--- config.mk ---
export PLATFORM = sky130hd
export DESIGN_NAME = mhpq_level_cell
export DESIGN_NICKNAME = d
export VERILOG_FILES = /design/src/rtl/mhpq_pkg.sv /design/src/rtl/mhpq_level_cell.sv
export SDC_FILE = /design/constraint.sdc
export NUM_CORES = 1
export LEC_CHECK = 0
export ABC_CLOCK_PERIOD_IN_PS = 7600
export BUFFER_PORTS_ARGS = -buffer_cell sky130_fd_sc_hd__clkbuf_2
export CORE_MARGIN = 3
export CORE_UTILIZATION = 40
export CTS_CLUSTER_SIZE = 14
export DETAILED_ROUTE_END_ITERATION = 12
export PLACE_DENSITY = 0.62
export SETUP_SLACK_MARGIN = 0.5
export SLEW_MARGIN = 20
export SYNTH_ARGS = -nofsm -noshare
export SYNTH_HDL_FRONTEND = slang
export SYNTH_SLANG_ARGS = --single-unit
--- constraint.sdc ---
create_clock -name clk -period 7.6 [get_ports clk]
set_input_delay 1.52 -clock clk [delete_from_list [all_inputs] [get_ports clk]]
set_output_delay 1.52 -clock clk [all_outputs]
set_load 0.01 [all_outputs]
--- src/rtl/mhpq_pkg.sv ---
// ----------------------------------------------------------------------------
// mhpq_pkg: shared types for the max-heap priority queue
// Token, write-back, fetch and response records passed along the level chain.
// ----------------------------------------------------------------------------
package mhpq_pkg;

  // index width covers heap slots up to 2^17-1 (largest supported capacity)
  localparam int IDX_W = 17;
  localparam int LVL_W = 5;
  localparam int KEY_W = 32;

  typedef enum logic {
    OP_INS,
    OP_DEL
  } op_t;

  typedef enum logic [1:0] {
    ST_OK    = 2'd0,
    ST_FULL  = 2'd1,
    ST_EMPTY = 2'd2
  } st_t;

  // operation handed from one level to the next
  typedef struct packed {
    logic                    valid;
    op_t                     op;
    logic [IDX_W-1:0]        q;      // parent offset within the level above
    logic [IDX_W-1:0]        path;   // insert path, next branch in the top bit
    logic [LVL_W-1:0]        depth;  // insert target level
    logic [IDX_W-1:0]        m;      // entries held after this item
    logic signed [KEY_W-1:0] key;
  } tok_t;

  // write-back of a key into the parent slot, level below to level above
  typedef struct packed {
    logic                    valid;
    logic signed [KEY_W-1:0] key;
  } upw_t;

  // broadcast read of the last slot before a remove
  typedef struct packed {
    logic             valid;
    logic [LVL_W-1:0] depth;
    logic [IDX_W-1:0] q;             // slot offset within that level
  } fetch_t;

  typedef struct packed {
    logic                    done;
    logic signed [KEY_W-1:0] fkey;   // zero unless this level served the fetch
  } rsp_t;

  function automatic logic [LVL_W-1:0] msb_pos(input logic [IDX_W-1:0] v);
    logic [LVL_W-1:0] r;
    r = '0;
    for (int i = 0; i < IDX_W; i++) begin
      if (v[i]) begin
        r = LVL_W'(i);
      end
    end
    return r;
  endfunction

endpackage

--- src/rtl/mhpq_level_cell.sv ---
// ----------------------------------------------------------------------------
// mhpq_level_cell: one level of the heap
// Holds the level's slots as left/right sibling memories, runs one step of an
// insert or remove per token, and writes back into the level above.
// ----------------------------------------------------------------------------
module mhpq_level_cell #(
  parameter int LEVEL = 1
) (
  input  logic            clk,
  input  logic            rst,
  input  mhpq_pkg::tok_t   tok_in,
  output mhpq_pkg::tok_t   tok_out,
  input  mhpq_pkg::upw_t   upw_in,
  output mhpq_pkg::upw_t   upw_out,
  input  mhpq_pkg::fetch_t fetch,
  output mhpq_pkg::rsp_t   rsp
);

  localparam int RW    = (LEVEL > 1) ? LEVEL - 1 : 1;
  localparam int DEPTH = 1 << RW;
  localparam int IW    = mhpq_pkg::IDX_W;
  localparam int KW    = mhpq_pkg::KEY_W;

  logic signed [KW-1:0] meml [DEPTH];
  logic signed [KW-1:0] memr [DEPTH];

  logic signed [KW-1:0] rdl, rdr;
  mhpq_pkg::tok_t       tok_r;
  logic                 act;
  logic                 fsel, fside;
  logic [RW-1:0]        pos_row;
  logic                 pos_side;
  logic                 done;

  // read port
  logic          fhit, ren;
  logic [RW-1:0] raddr;

  assign fhit  = fetch.valid && (fetch.depth == mhpq_pkg::LVL_W'(LEVEL));
  assign ren   = fhit || tok_in.valid;
  assign raddr = fhit ? fetch.q[RW:1] : tok_in.q[RW-1:0];

  // step decision
  logic [RW-1:0]        row;
  logic                 side_i, has_r, pick, deeper, gt_ins;
  logic signed [KW-1:0] e, ck;
  logic [IW-1:0]        c0, cidx;
  mhpq_pkg::tok_t       tok_next;
  mhpq_pkg::upw_t       upw_next;
  logic                 done_next, save_pos;
  logic                 lw_en, lw_side;
  logic signed [KW-1:0] lw_key;

  always_comb begin
    row    = tok_r.q[RW-1:0];
    side_i = tok_r.path[IW-1];
    e      = side_i ? rdr : rdl;
    gt_ins = tok_r.key > e;
    c0     = (IW'(1) << LEVEL) + {tok_r.q[IW-2:0], 1'b0};
    has_r  = c0 < tok_r.m;
    pick   = has_r && (rdl < rdr);
    ck     = pick ? rdr : rdl;
    cidx   = c0 + IW'(pick);
    deeper = {cidx, 1'b0} <= {1'b0, tok_r.m};

    tok_next       = tok_r;
    tok_next.valid = 1'b0;
    tok_next.path  = tok_r.path << 1;
    upw_next       = '0;
    done_next      = 1'b0;
    save_pos       = 1'b0;
    lw_en          = 1'b0;
    lw_side        = side_i;
    lw_key         = tok_r.key;

    if (act) begin
      case (tok_r.op)
        mhpq_pkg::OP_INS: begin
          tok_next.q = {tok_r.q[IW-2:0], side_i};
          if (tok_r.depth == mhpq_pkg::LVL_W'(LEVEL)) begin
            lw_en     = 1'b1;
            done_next = 1'b1;
          end else begin
            // swap the carried key in when it beats the slot on the path
            lw_en          = gt_ins;
            tok_next.valid = 1'b1;
            tok_next.key   = gt_ins ? e : tok_r.key;
          end
        end
        mhpq_pkg::OP_DEL: begin
          tok_next.q = {tok_r.q[IW-2:0], pick};
          lw_side    = pick;
          upw_next.valid = 1'b1;
          if (tok_r.key >= ck) begin
            upw_next.key = tok_r.key;
            done_next    = 1'b1;
          end else begin
            upw_next.key = ck;
            if (deeper) begin
              tok_next.valid = 1'b1;
              save_pos       = 1'b1;
            end else begin
              // promoted slot is a leaf: drop the moved key into it
              lw_en     = 1'b1;
              done_next = 1'b1;
            end
          end
        end
        default: begin
          done_next = 1'b0;
        end
      endcase
    end
  end

  // write port: parent write-back from below, else this level's own step
  logic                 wen, wside;
  logic [RW-1:0]        wrow;
  logic signed [KW-1:0] wkey;

  always_comb begin
    if (upw_in.valid) begin
      wen   = 1'b1;
      wrow  = pos_row;
      wside = pos_side;
      wkey  = upw_in.key;
    end else begin
      wen   = lw_en;
      wrow  = row;
      wside = lw_side;
      wkey  = lw_key;
    end
  end

  always_ff @(posedge clk) begin
    if (ren) begin
      rdl <= meml[raddr];
      rdr <= memr[raddr];
    end
    if (wen) begin
      if (wside) begin
        memr[wrow] <= wkey;
      end else begin
        meml[wrow] <= wkey;
      end
    end
  end

  always_ff @(posedge clk) begin
    if (rst) begin
      act           <= 1'b0;
      fsel          <= 1'b0;
      done          <= 1'b0;
      tok_out.valid <= 1'b0;
      upw_out.valid <= 1'b0;
    end else begin
      act     <= tok_in.valid;
      fsel    <= fhit;
      done    <= done_next;
      tok_out <= tok_next;
      upw_out <= upw_next;
    end
    if (tok_in.valid) begin
      tok_r <= tok_in;
    end
    if (fhit) begin
      fside <= fetch.q[0];
    end
    if (save_pos) begin
      pos_row  <= row;
      pos_side <= pick;
    end
  end

  assign rsp.done = done;
  assign rsp.fkey = fsel ? (fside ? rdr : rdl) : '0;

endmodule

[Word level (Yosys, flattened, before mapping)]
Memory sizes are Yosys's and may differ from the RTL's. A register that Yosys moved wholly into a read port is not among the register bits.
Cells that the tools add are included.
Storage, ports and cells
  output and inout port bits: 156
  memories: 2
  input bits: 148
  register bits after elaboration: 217
  memory bits (writable): 128
Memories
  meml: depth 2, bits a word 32, rd ports 1, clocked after memory_dff 1, write ports 1, RTL line mhpq_level_cell.sv:24  | logic signed [KW-1:0] meml [DEPTH];
  memr: depth 2, bits a word 32, rd ports 1, clocked after memory_dff 1, write ports 1, RTL line mhpq_level_cell.sv:25  | logic signed [KW-1:0] memr [DEPTH];
Cells by class
  multiplexer cells: 39
  $add $sub $neg: 2
  reduce and logical (&&, ||, !) cells: 5
  equality and inequality tests: 2
  bitwise operators: 2
  magnitude comparators: 5
Operators with widths (number)
  32-bit 2-to-1 mux: 10
  17-bit case mux with 2 select lines: 1
  33-bit 2-to-1 mux: 1
  32-bit >= comparator: 1
  32-bit > comparator: 1
  32-bit less-than comparator: 1
  1-bit 2-to-1 mux: 23
  18-bit by 17-bit <= comparator with 1-bit output: 1
  17-bit by 1-bit adder with 17-bit output: 1
  2-bit by 17-bit adder with 17-bit output (first input constant): 1
  17-bit less-than comparator: 1
  17-bit 2-to-1 mux: 1
  5-bit by 1-bit equality test with 1-bit output (second input constant): 2
  1-bit case mux with 2 select lines: 3
  1-bit logical AND: 2
  1-bit inverter: 2
  2-bit AND reduction: 1
  2-bit OR reduction: 1
  1-bit logical OR: 1

[Longest topological paths before layout]
  word-level depth: 12
  mapped depth: 25

[Worst setup path before layout]
No wires, ideal clock.
  path kind: flip-flop to flip-flop
  from: register tok_r (netlist bit row)
  to: memory meml[1][0] (netlist bit) (enable)
  arrival: 6.978 ns
  clock period less this slack: 7.448 ns
  required time: 7.130 ns
  stages on the path, launching flop included: 22
  path slack: 0.152 ns
  buffers on the path: 2
  cells stage by stage: edfxtp_1 > ha_1 > and3_2 > nand4_1 > xnor2_1 > ha_1 > a21o_1 > a21oi_1 > o21ai_0 > o41ai_2 > nand3b_1 > mux2_4 > buf_12 > buf_8 > mux2i_1 > ha_1 > nand4_1 > or4_1 > o221a_2 > o21ai_0 > a32oi_1 > a211oi_1
On the way
  word-level cells in the longest chain between the ends: 12
RTL lines
  from (decl): RTL line mhpq_level_cell.sv:28  | mhpq_pkg::tok_t tok_r;
  from (signal assigned): RTL line mhpq_level_cell.sv:164  | tok_r <= tok_in;
  2-bit by 17-bit adder with 17-bit output: RTL line mhpq_level_cell.sv:59  | c0 = (IW'(1) << LEVEL) + {tok_r.q[IW-2:0], 1'b0};
  17-bit less-than comparator: RTL line mhpq_level_cell.sv:60  | has_r = c0 < tok_r.m;
  1-bit logical AND: RTL line mhpq_level_cell.sv:61  | pick = has_r && (rdl < rdr);
  17-bit by 1-bit adder with 17-bit output: RTL line mhpq_level_cell.sv:63  | cidx = c0 + IW'(pick);
  18-bit by 17-bit <= comparator with 1-bit output: RTL line mhpq_level_cell.sv:64  | deeper = {cidx, 1'b0} <= {1'b0, tok_r.m};
  1-bit 2-to-1 mux: RTL line mhpq_level_cell.sv:99  | if (deeper) begin
  1-bit 2-to-1 mux: RTL line mhpq_level_cell.sv:94  | if (tok_r.key >= ck) begin
  1-bit case mux with 2 select lines: RTL line mhpq_level_cell.sv:77  | case (tok_r.op)
  1-bit 2-to-1 mux: RTL line mhpq_level_cell.sv:76  | if (act) begin
  1-bit 2-to-1 mux: RTL line mhpq_level_cell.sv:122  | if (upw_in.valid) begin
  1-bit 2-to-1 mux: RTL line mhpq_level_cell.sv:140  | if (wen) begin
  1-bit 2-to-1 mux (implied by the code): RTL line mhpq_level_cell.sv:144  | meml[wrow] <= wkey;
  to (decl): RTL line mhpq_level_cell.sv:24
Several ways; a longest one is shown, not always the timed one.

[Final worst setup path]
  from: register tok_r[73] (netlist bit)
  to: memory meml[0][28] (netlist bit) (enable)
On the way
  word-level cells in the longest chain between the ends: 12
RTL lines (RTL line)
  2-bit by 17-bit adder with 17-bit output *: mhpq_level_cell.sv:59
  17-bit less-than comparator: mhpq_level_cell.sv:60
  1-bit logical AND: mhpq_level_cell.sv:61
  17-bit by 1-bit adder with 17-bit output: mhpq_level_cell.sv:63
  18-bit by 17-bit <= comparator with 1-bit output: mhpq_level_cell.sv:64
  1-bit 2-to-1 mux: mhpq_level_cell.sv:99
  1-bit 2-to-1 mux: mhpq_level_cell.sv:94
  1-bit case mux with 2 select lines: mhpq_level_cell.sv:77
  1-bit 2-to-1 mux: mhpq_level_cell.sv:76
  1-bit 2-to-1 mux: mhpq_level_cell.sv:122
  1-bit 2-to-1 mux *: mhpq_level_cell.sv:140
  1-bit 2-to-1 mux (implied by the code) *: mhpq_level_cell.sv:144
Every way passes the cells marked *; elsewhere a longest branch is shown, timed or not.

==> run summary <==
The tightest min-delay check is of the reg -> reg type. The largest clock skew in the final design came out at 0.0263 ns. The post-route fraction of the period consumed by the critical path works out to 0.845. The worst setup path is launched from a register. The number of hold violations in the final report was 0.

After detailed routing, the average wire length per cell comes to 22.2 um. Worst setup timing slack at the placement stage: 0.777 ns. Post-synthesis sequential element count: 409.

In this run the tool buffered the top-level ports with 287 buffer cells. The weighted congestion reported at the end of routability-driven placement came out at 0.856. At the worst endpoint, the arrival time is 6.63 ns.

The switching portion of total power came out at 0.255. The proportion of register bits with asynchronous set or reset after synthesis was 0. Kind of cell adding the most delay to the critical path: compound AO/OA/AOI/OAI gates. The leakage power figure is 0.00912 uW, and the number of sinks handled by clock tree synthesis is 409. Among the stages of the critical path, the cell type that occurs most often is sky130_fd_sc_hd__o21ai_0. The share of the synthesized netlist area taken by xor and xnor gates came out at 0.00644.

The first global-routing pass estimated 73.0 mm of wire. The tools report the max-slew violation total from the final report as 0. In the routed design, unresolved DRC markers number 0.

For this design, the slowest cell found on the critical path is sky130_fd_sc_hd__mux2_4. Summing over every cut layer, the via total after detailed routing is 11700. The run finished with clean final reports. The number of buffer and inverter instances along the worst setup path is 1, and the smallest hold slack is 0.418 ns. The number of different library cells used by synthesis comes to 64. The total negative slack is 0 ns.

The multiplexer share of the synthesized area was 0.118; the number of nets in the synthesized netlist was 1555. Cell taking the most area after synthesis: sky130_fd_sc_hd__edfxtp_1. The run gives 0.481 as the fraction of power consumed by sequential logic. The primary flip-flop cell chosen by synthesis mapping is sky130_fd_sc_hd__edfxtp_1. For the finished layout, the period the worst path requires is 6.42 ns.

A synthesized cell averages 14.9 um^2. The tools report the number of iterations in the first detailed-routing pass as 5. The clock-pin slew reported for the worst setup and hold paths after clock tree synthesis was 0.06 ns; the cell internal power dissipation was 4290 uW. The relative slew slack is 0.272, and the highest net fanout along the worst path is 36.

Dividing total power by cell area gives a power density of 253 nW/um^2. The initial cell density of the core was 0.407; the total of endpoints with negative setup slack in the final report was 0. Ranked by total cell area, the synthesized netlist is headed by sky130_fd_sc_hd__edfxtp_1, sky130_fd_sc_hd__ha_1, sky130_fd_sc_hd__mux2_2, sky130_fd_sc_hd__mux2i_1, sky130_fd_sc_hd__a21oi_1.

At the worst endpoint, the required time is 7.81 ns. In the routed layout, each cell is associated on average with a via count of 5.28. Layout filler cell count: 4038.

By startpoint and endpoint, the worst setup path is classified as reg -> reg. The die covers 50200 um^2. The tools report the maximum root-to-sink buffer count as 3.

The layout overhead on the synthesized area was 19.3%; the y dimension of the die was 224 um. Derived from the worst setup path, the maximum achievable clock frequency is 156 MHz. The cell count after synthesis came out at 1279. The critical path goes through and4_4 -> and3_2 -> nand4_1 -> xnor2_1 -> ha_1 -> a21o_1 -> a21oi_1 -> o21ai_0 -> o41ai_2 -> nand3_1 -> mux2_4 -> mux2i_1 -> ha_1 -> a21oi_1 -> o21ai_0 -> a221oi_1 -> o221a_2 -> a31oi_1 -> o21ai_0 -> a32oi_1 -> a211oi_4 -> buf_8.

The H-tree was split into 2 levels. In the post-synthesis netlist, the cell with the most instances is sky130_fd_sc_hd__edfxtp_1. Share of synthesized cell area in full adder, half adder and majority cells: 0.0842.

The tree is rooted in a sky130_fd_sc_hd__clkbuf_16. For this block, the routed nets add up to 49.3 mm of wire. The global-route usage over all layers was 0.193. The fraction of final layout cells sized beyond drive strength 1 is 0.321, and the layout net count is 1859. The tools report the total number of yosys warnings as 0. The worst setup path is captured at a register.

Slew of the pin with the lowest slew margin: 1.09 ns. The tools report the net load switching power as 1460 uW. Entering global routing, the biggest net connects 78 pins. The count of hold-fix buffers inserted at cts came out at 0. The number of clock buffers added by TritonCTS is 45. The sequential share of the synthesized area was 0.643. For the initial DRC count, the log shows 798. The logs give 0 for the initial antenna violation count and 0 for the max-capacitance violation count. By count the netlist is led by sky130_fd_sc_hd__edfxtp_1, sky130_fd_sc_hd__ha_1, sky130_fd_sc_hd__mux2_2.

The total congestion overflow is 0, and the portion of synthesized cell area occupied by the leading cell type is 0.638. Number of rows created at floorplan: 79. The area fraction in compound gates after synthesis is 0.0679, and the number of global-route vias before repair is 12000.

Setup repair after global routing left no endpoint under its margin. VDD sags by at most 166 uV. Setup slack closes at 1.18 ns. After synthesis, the largest family of logic cells by area is multiplexers. The number of enable-type register cells in the synthesized netlist was 404. Clock insertion delay at the later pin of the skew report: 0.57 ns.

TritonCTS built the clock tree. The logs give 0.384 for the power share of the clock group and 304 for the boundary pin count. The simple logic cell fraction of the synthesized area came out at 0.0542. The number of inserted diodes was 0. The count of nets left with antenna violations after detail routing was 0. The total area inside the core boundary comes to 46800 um^2. The largest stage delay on the critical path is 0.53 ns. The horizontal extent of the die is 224 um, and the relative contribution of combinational cells to total power is 0.136. For the half-perimeter wire length after detailed placement, the log shows 33.7 mm.

After synthesis the cells add up to 19000 um^2.
## layer usage
metal | track usage | part of all wire | vias to the layer above
li1 | - | - | 5523
met1 | 0.254 | 0.44 | 5811
met2 | 0.324 | 0.48 | 317
met3 | 0.0309 | 0.047 | 80
met4 | 0.0718 | 0.033 | 0
met5 | 0 | 0 | -
## sequential cells by signal, indices dropped and copies added (netlist names), 16 cells and up
name / cells
rdl: 32
lw_key: 32
rdr: 32
meml: 64
tok_out: 89
memr: 64
tok_r: 16
tok_next: 39
upw_out: 33
## worst paths after layout
kind	startpoint	end	slack, ns	cells past startpoint
setup / recovery	tok_r[73]	meml[0][28]	1.18	22
setup reg to reg	tok_r[73]	meml[0][28]	1.18	22
hold / removal	tok_next[61]	tok_out[61]	0.42	0
hold reg to reg	tok_next[61]	tok_out[61]	0.42	0
## final cells by class
type                    instances  area (um^2)  share of cell area
multi-input cells             762         6360               0.280
well taps                     607          759              0.0335
inverters                      61          231              0.0102
clock inverters                30          330              0.0146
repair buffers                304         1610              0.0708
flip-flops and latches        409        12200               0.539
clock buffers                  50         1170              0.0514
## power by group through the flow
stage                     sequential [uW]  combinational, uW  clock [uW]
after floorplan                      2800                496           0
after global placement               2810                765           0
after detailed placement             2810                778           0
after CTS                            2770                785        2260
after global routing                 2780                863        2340
final                                2770                779        2210
## through the flow
step,power (uW),utilization,std cells,area [um^2]
after floorplan,3300,-,1279,19000
after global placement,3570,0.453,2141,21200
after detailed placement,3590,0.453,2141,21200
after CTS,5810,0.485,2221,22700
after global routing,5990,0.485,2223,22700
final,5750,0.485,2223,22700
## cells by family (layout without fill, tap and decap cells)
group	count (synthesis)	in the layout
buffers and inverters	108	445
muxes	208	208
xor gates and xnor gates	14	14
AOI/OAI and AO/OA	216	216
adders and majority gates	128	128
other	1	1
DFF	409	409
and+or+nand+nor	195	195
## worst register-to-register path: stages, from the launching register on
cell                       delay [ns]
sky130_fd_sc_hd__edfxtp_1        0.47
sky130_fd_sc_hd__and4_4          0.27
sky130_fd_sc_hd__and3_2          0.25
sky130_fd_sc_hd__nand4_1         0.13
sky130_fd_sc_hd__xnor2_1         0.25
sky130_fd_sc_hd__ha_1            0.29
sky130_fd_sc_hd__a21o_1          0.18
sky130_fd_sc_hd__a21oi_1         0.16
sky130_fd_sc_hd__o21ai_0         0.13
sky130_fd_sc_hd__o41ai_2         0.38
sky130_fd_sc_hd__nand3_1         0.14
sky130_fd_sc_hd__mux2_4          0.53
sky130_fd_sc_hd__mux2i_1         0.36
sky130_fd_sc_hd__ha_1            0.29
sky130_fd_sc_hd__a21oi_1         0.13
sky130_fd_sc_hd__o21ai_0         0.16
sky130_fd_sc_hd__a221oi_1        0.52
sky130_fd_sc_hd__o221a_2         0.32
sky130_fd_sc_hd__a31oi_1         0.08
sky130_fd_sc_hd__o21ai_0         0.14
sky130_fd_sc_hd__a32oi_1         0.27
sky130_fd_sc_hd__a211oi_4        0.25
sky130_fd_sc_hd__buf_8           0.36
## timing repair
action	in CTS	in global routing
resized for setup	0	5
endpoints found under the hold margin	0	0
setup buffers	0	2
setup endpoints to repair	0	128
## layout by cell type (no fill, tap or decap), types with 4 or more instances in the layout
| cell | count |
|---|---|
| sky130_fd_sc_hd__a211oi_1 | 6 |
| sky130_fd_sc_hd__a21o_1 | 10 |
| sky130_fd_sc_hd__a21oi_1 | 101 |
| sky130_fd_sc_hd__a21oi_2 | 6 |
| sky130_fd_sc_hd__a221oi_1 | 4 |
| sky130_fd_sc_hd__and2_1 | 4 |
| sky130_fd_sc_hd__buf_4 | 13 |
| sky130_fd_sc_hd__bufinv_16 | 6 |
| sky130_fd_sc_hd__clkbuf_1 | 4 |
| sky130_fd_sc_hd__clkbuf_16 | 46 |
| sky130_fd_sc_hd__clkbuf_2 | 286 |
| sky130_fd_sc_hd__clkinv_1 | 9 |
| sky130_fd_sc_hd__clkinv_2 | 7 |
| sky130_fd_sc_hd__edfxtp_1 | 404 |
| sky130_fd_sc_hd__ha_1 | 128 |
| sky130_fd_sc_hd__inv_1 | 60 |
| sky130_fd_sc_hd__mux2_2 | 111 |
| sky130_fd_sc_hd__mux2i_1 | 89 |
| sky130_fd_sc_hd__mux2i_2 | 6 |
| sky130_fd_sc_hd__nand2_1 | 33 |
| sky130_fd_sc_hd__nand3_1 | 17 |
| sky130_fd_sc_hd__nand4_1 | 24 |
| sky130_fd_sc_hd__nor2_1 | 56 |
| sky130_fd_sc_hd__nor2b_1 | 35 |
| sky130_fd_sc_hd__o211ai_1 | 5 |
| sky130_fd_sc_hd__o21ai_0 | 51 |
| sky130_fd_sc_hd__xnor2_1 | 10 |
| sky130_fd_sc_hd__xor2_1 | 4 |
No activity file was read; power rests on OpenSTA's default activity.
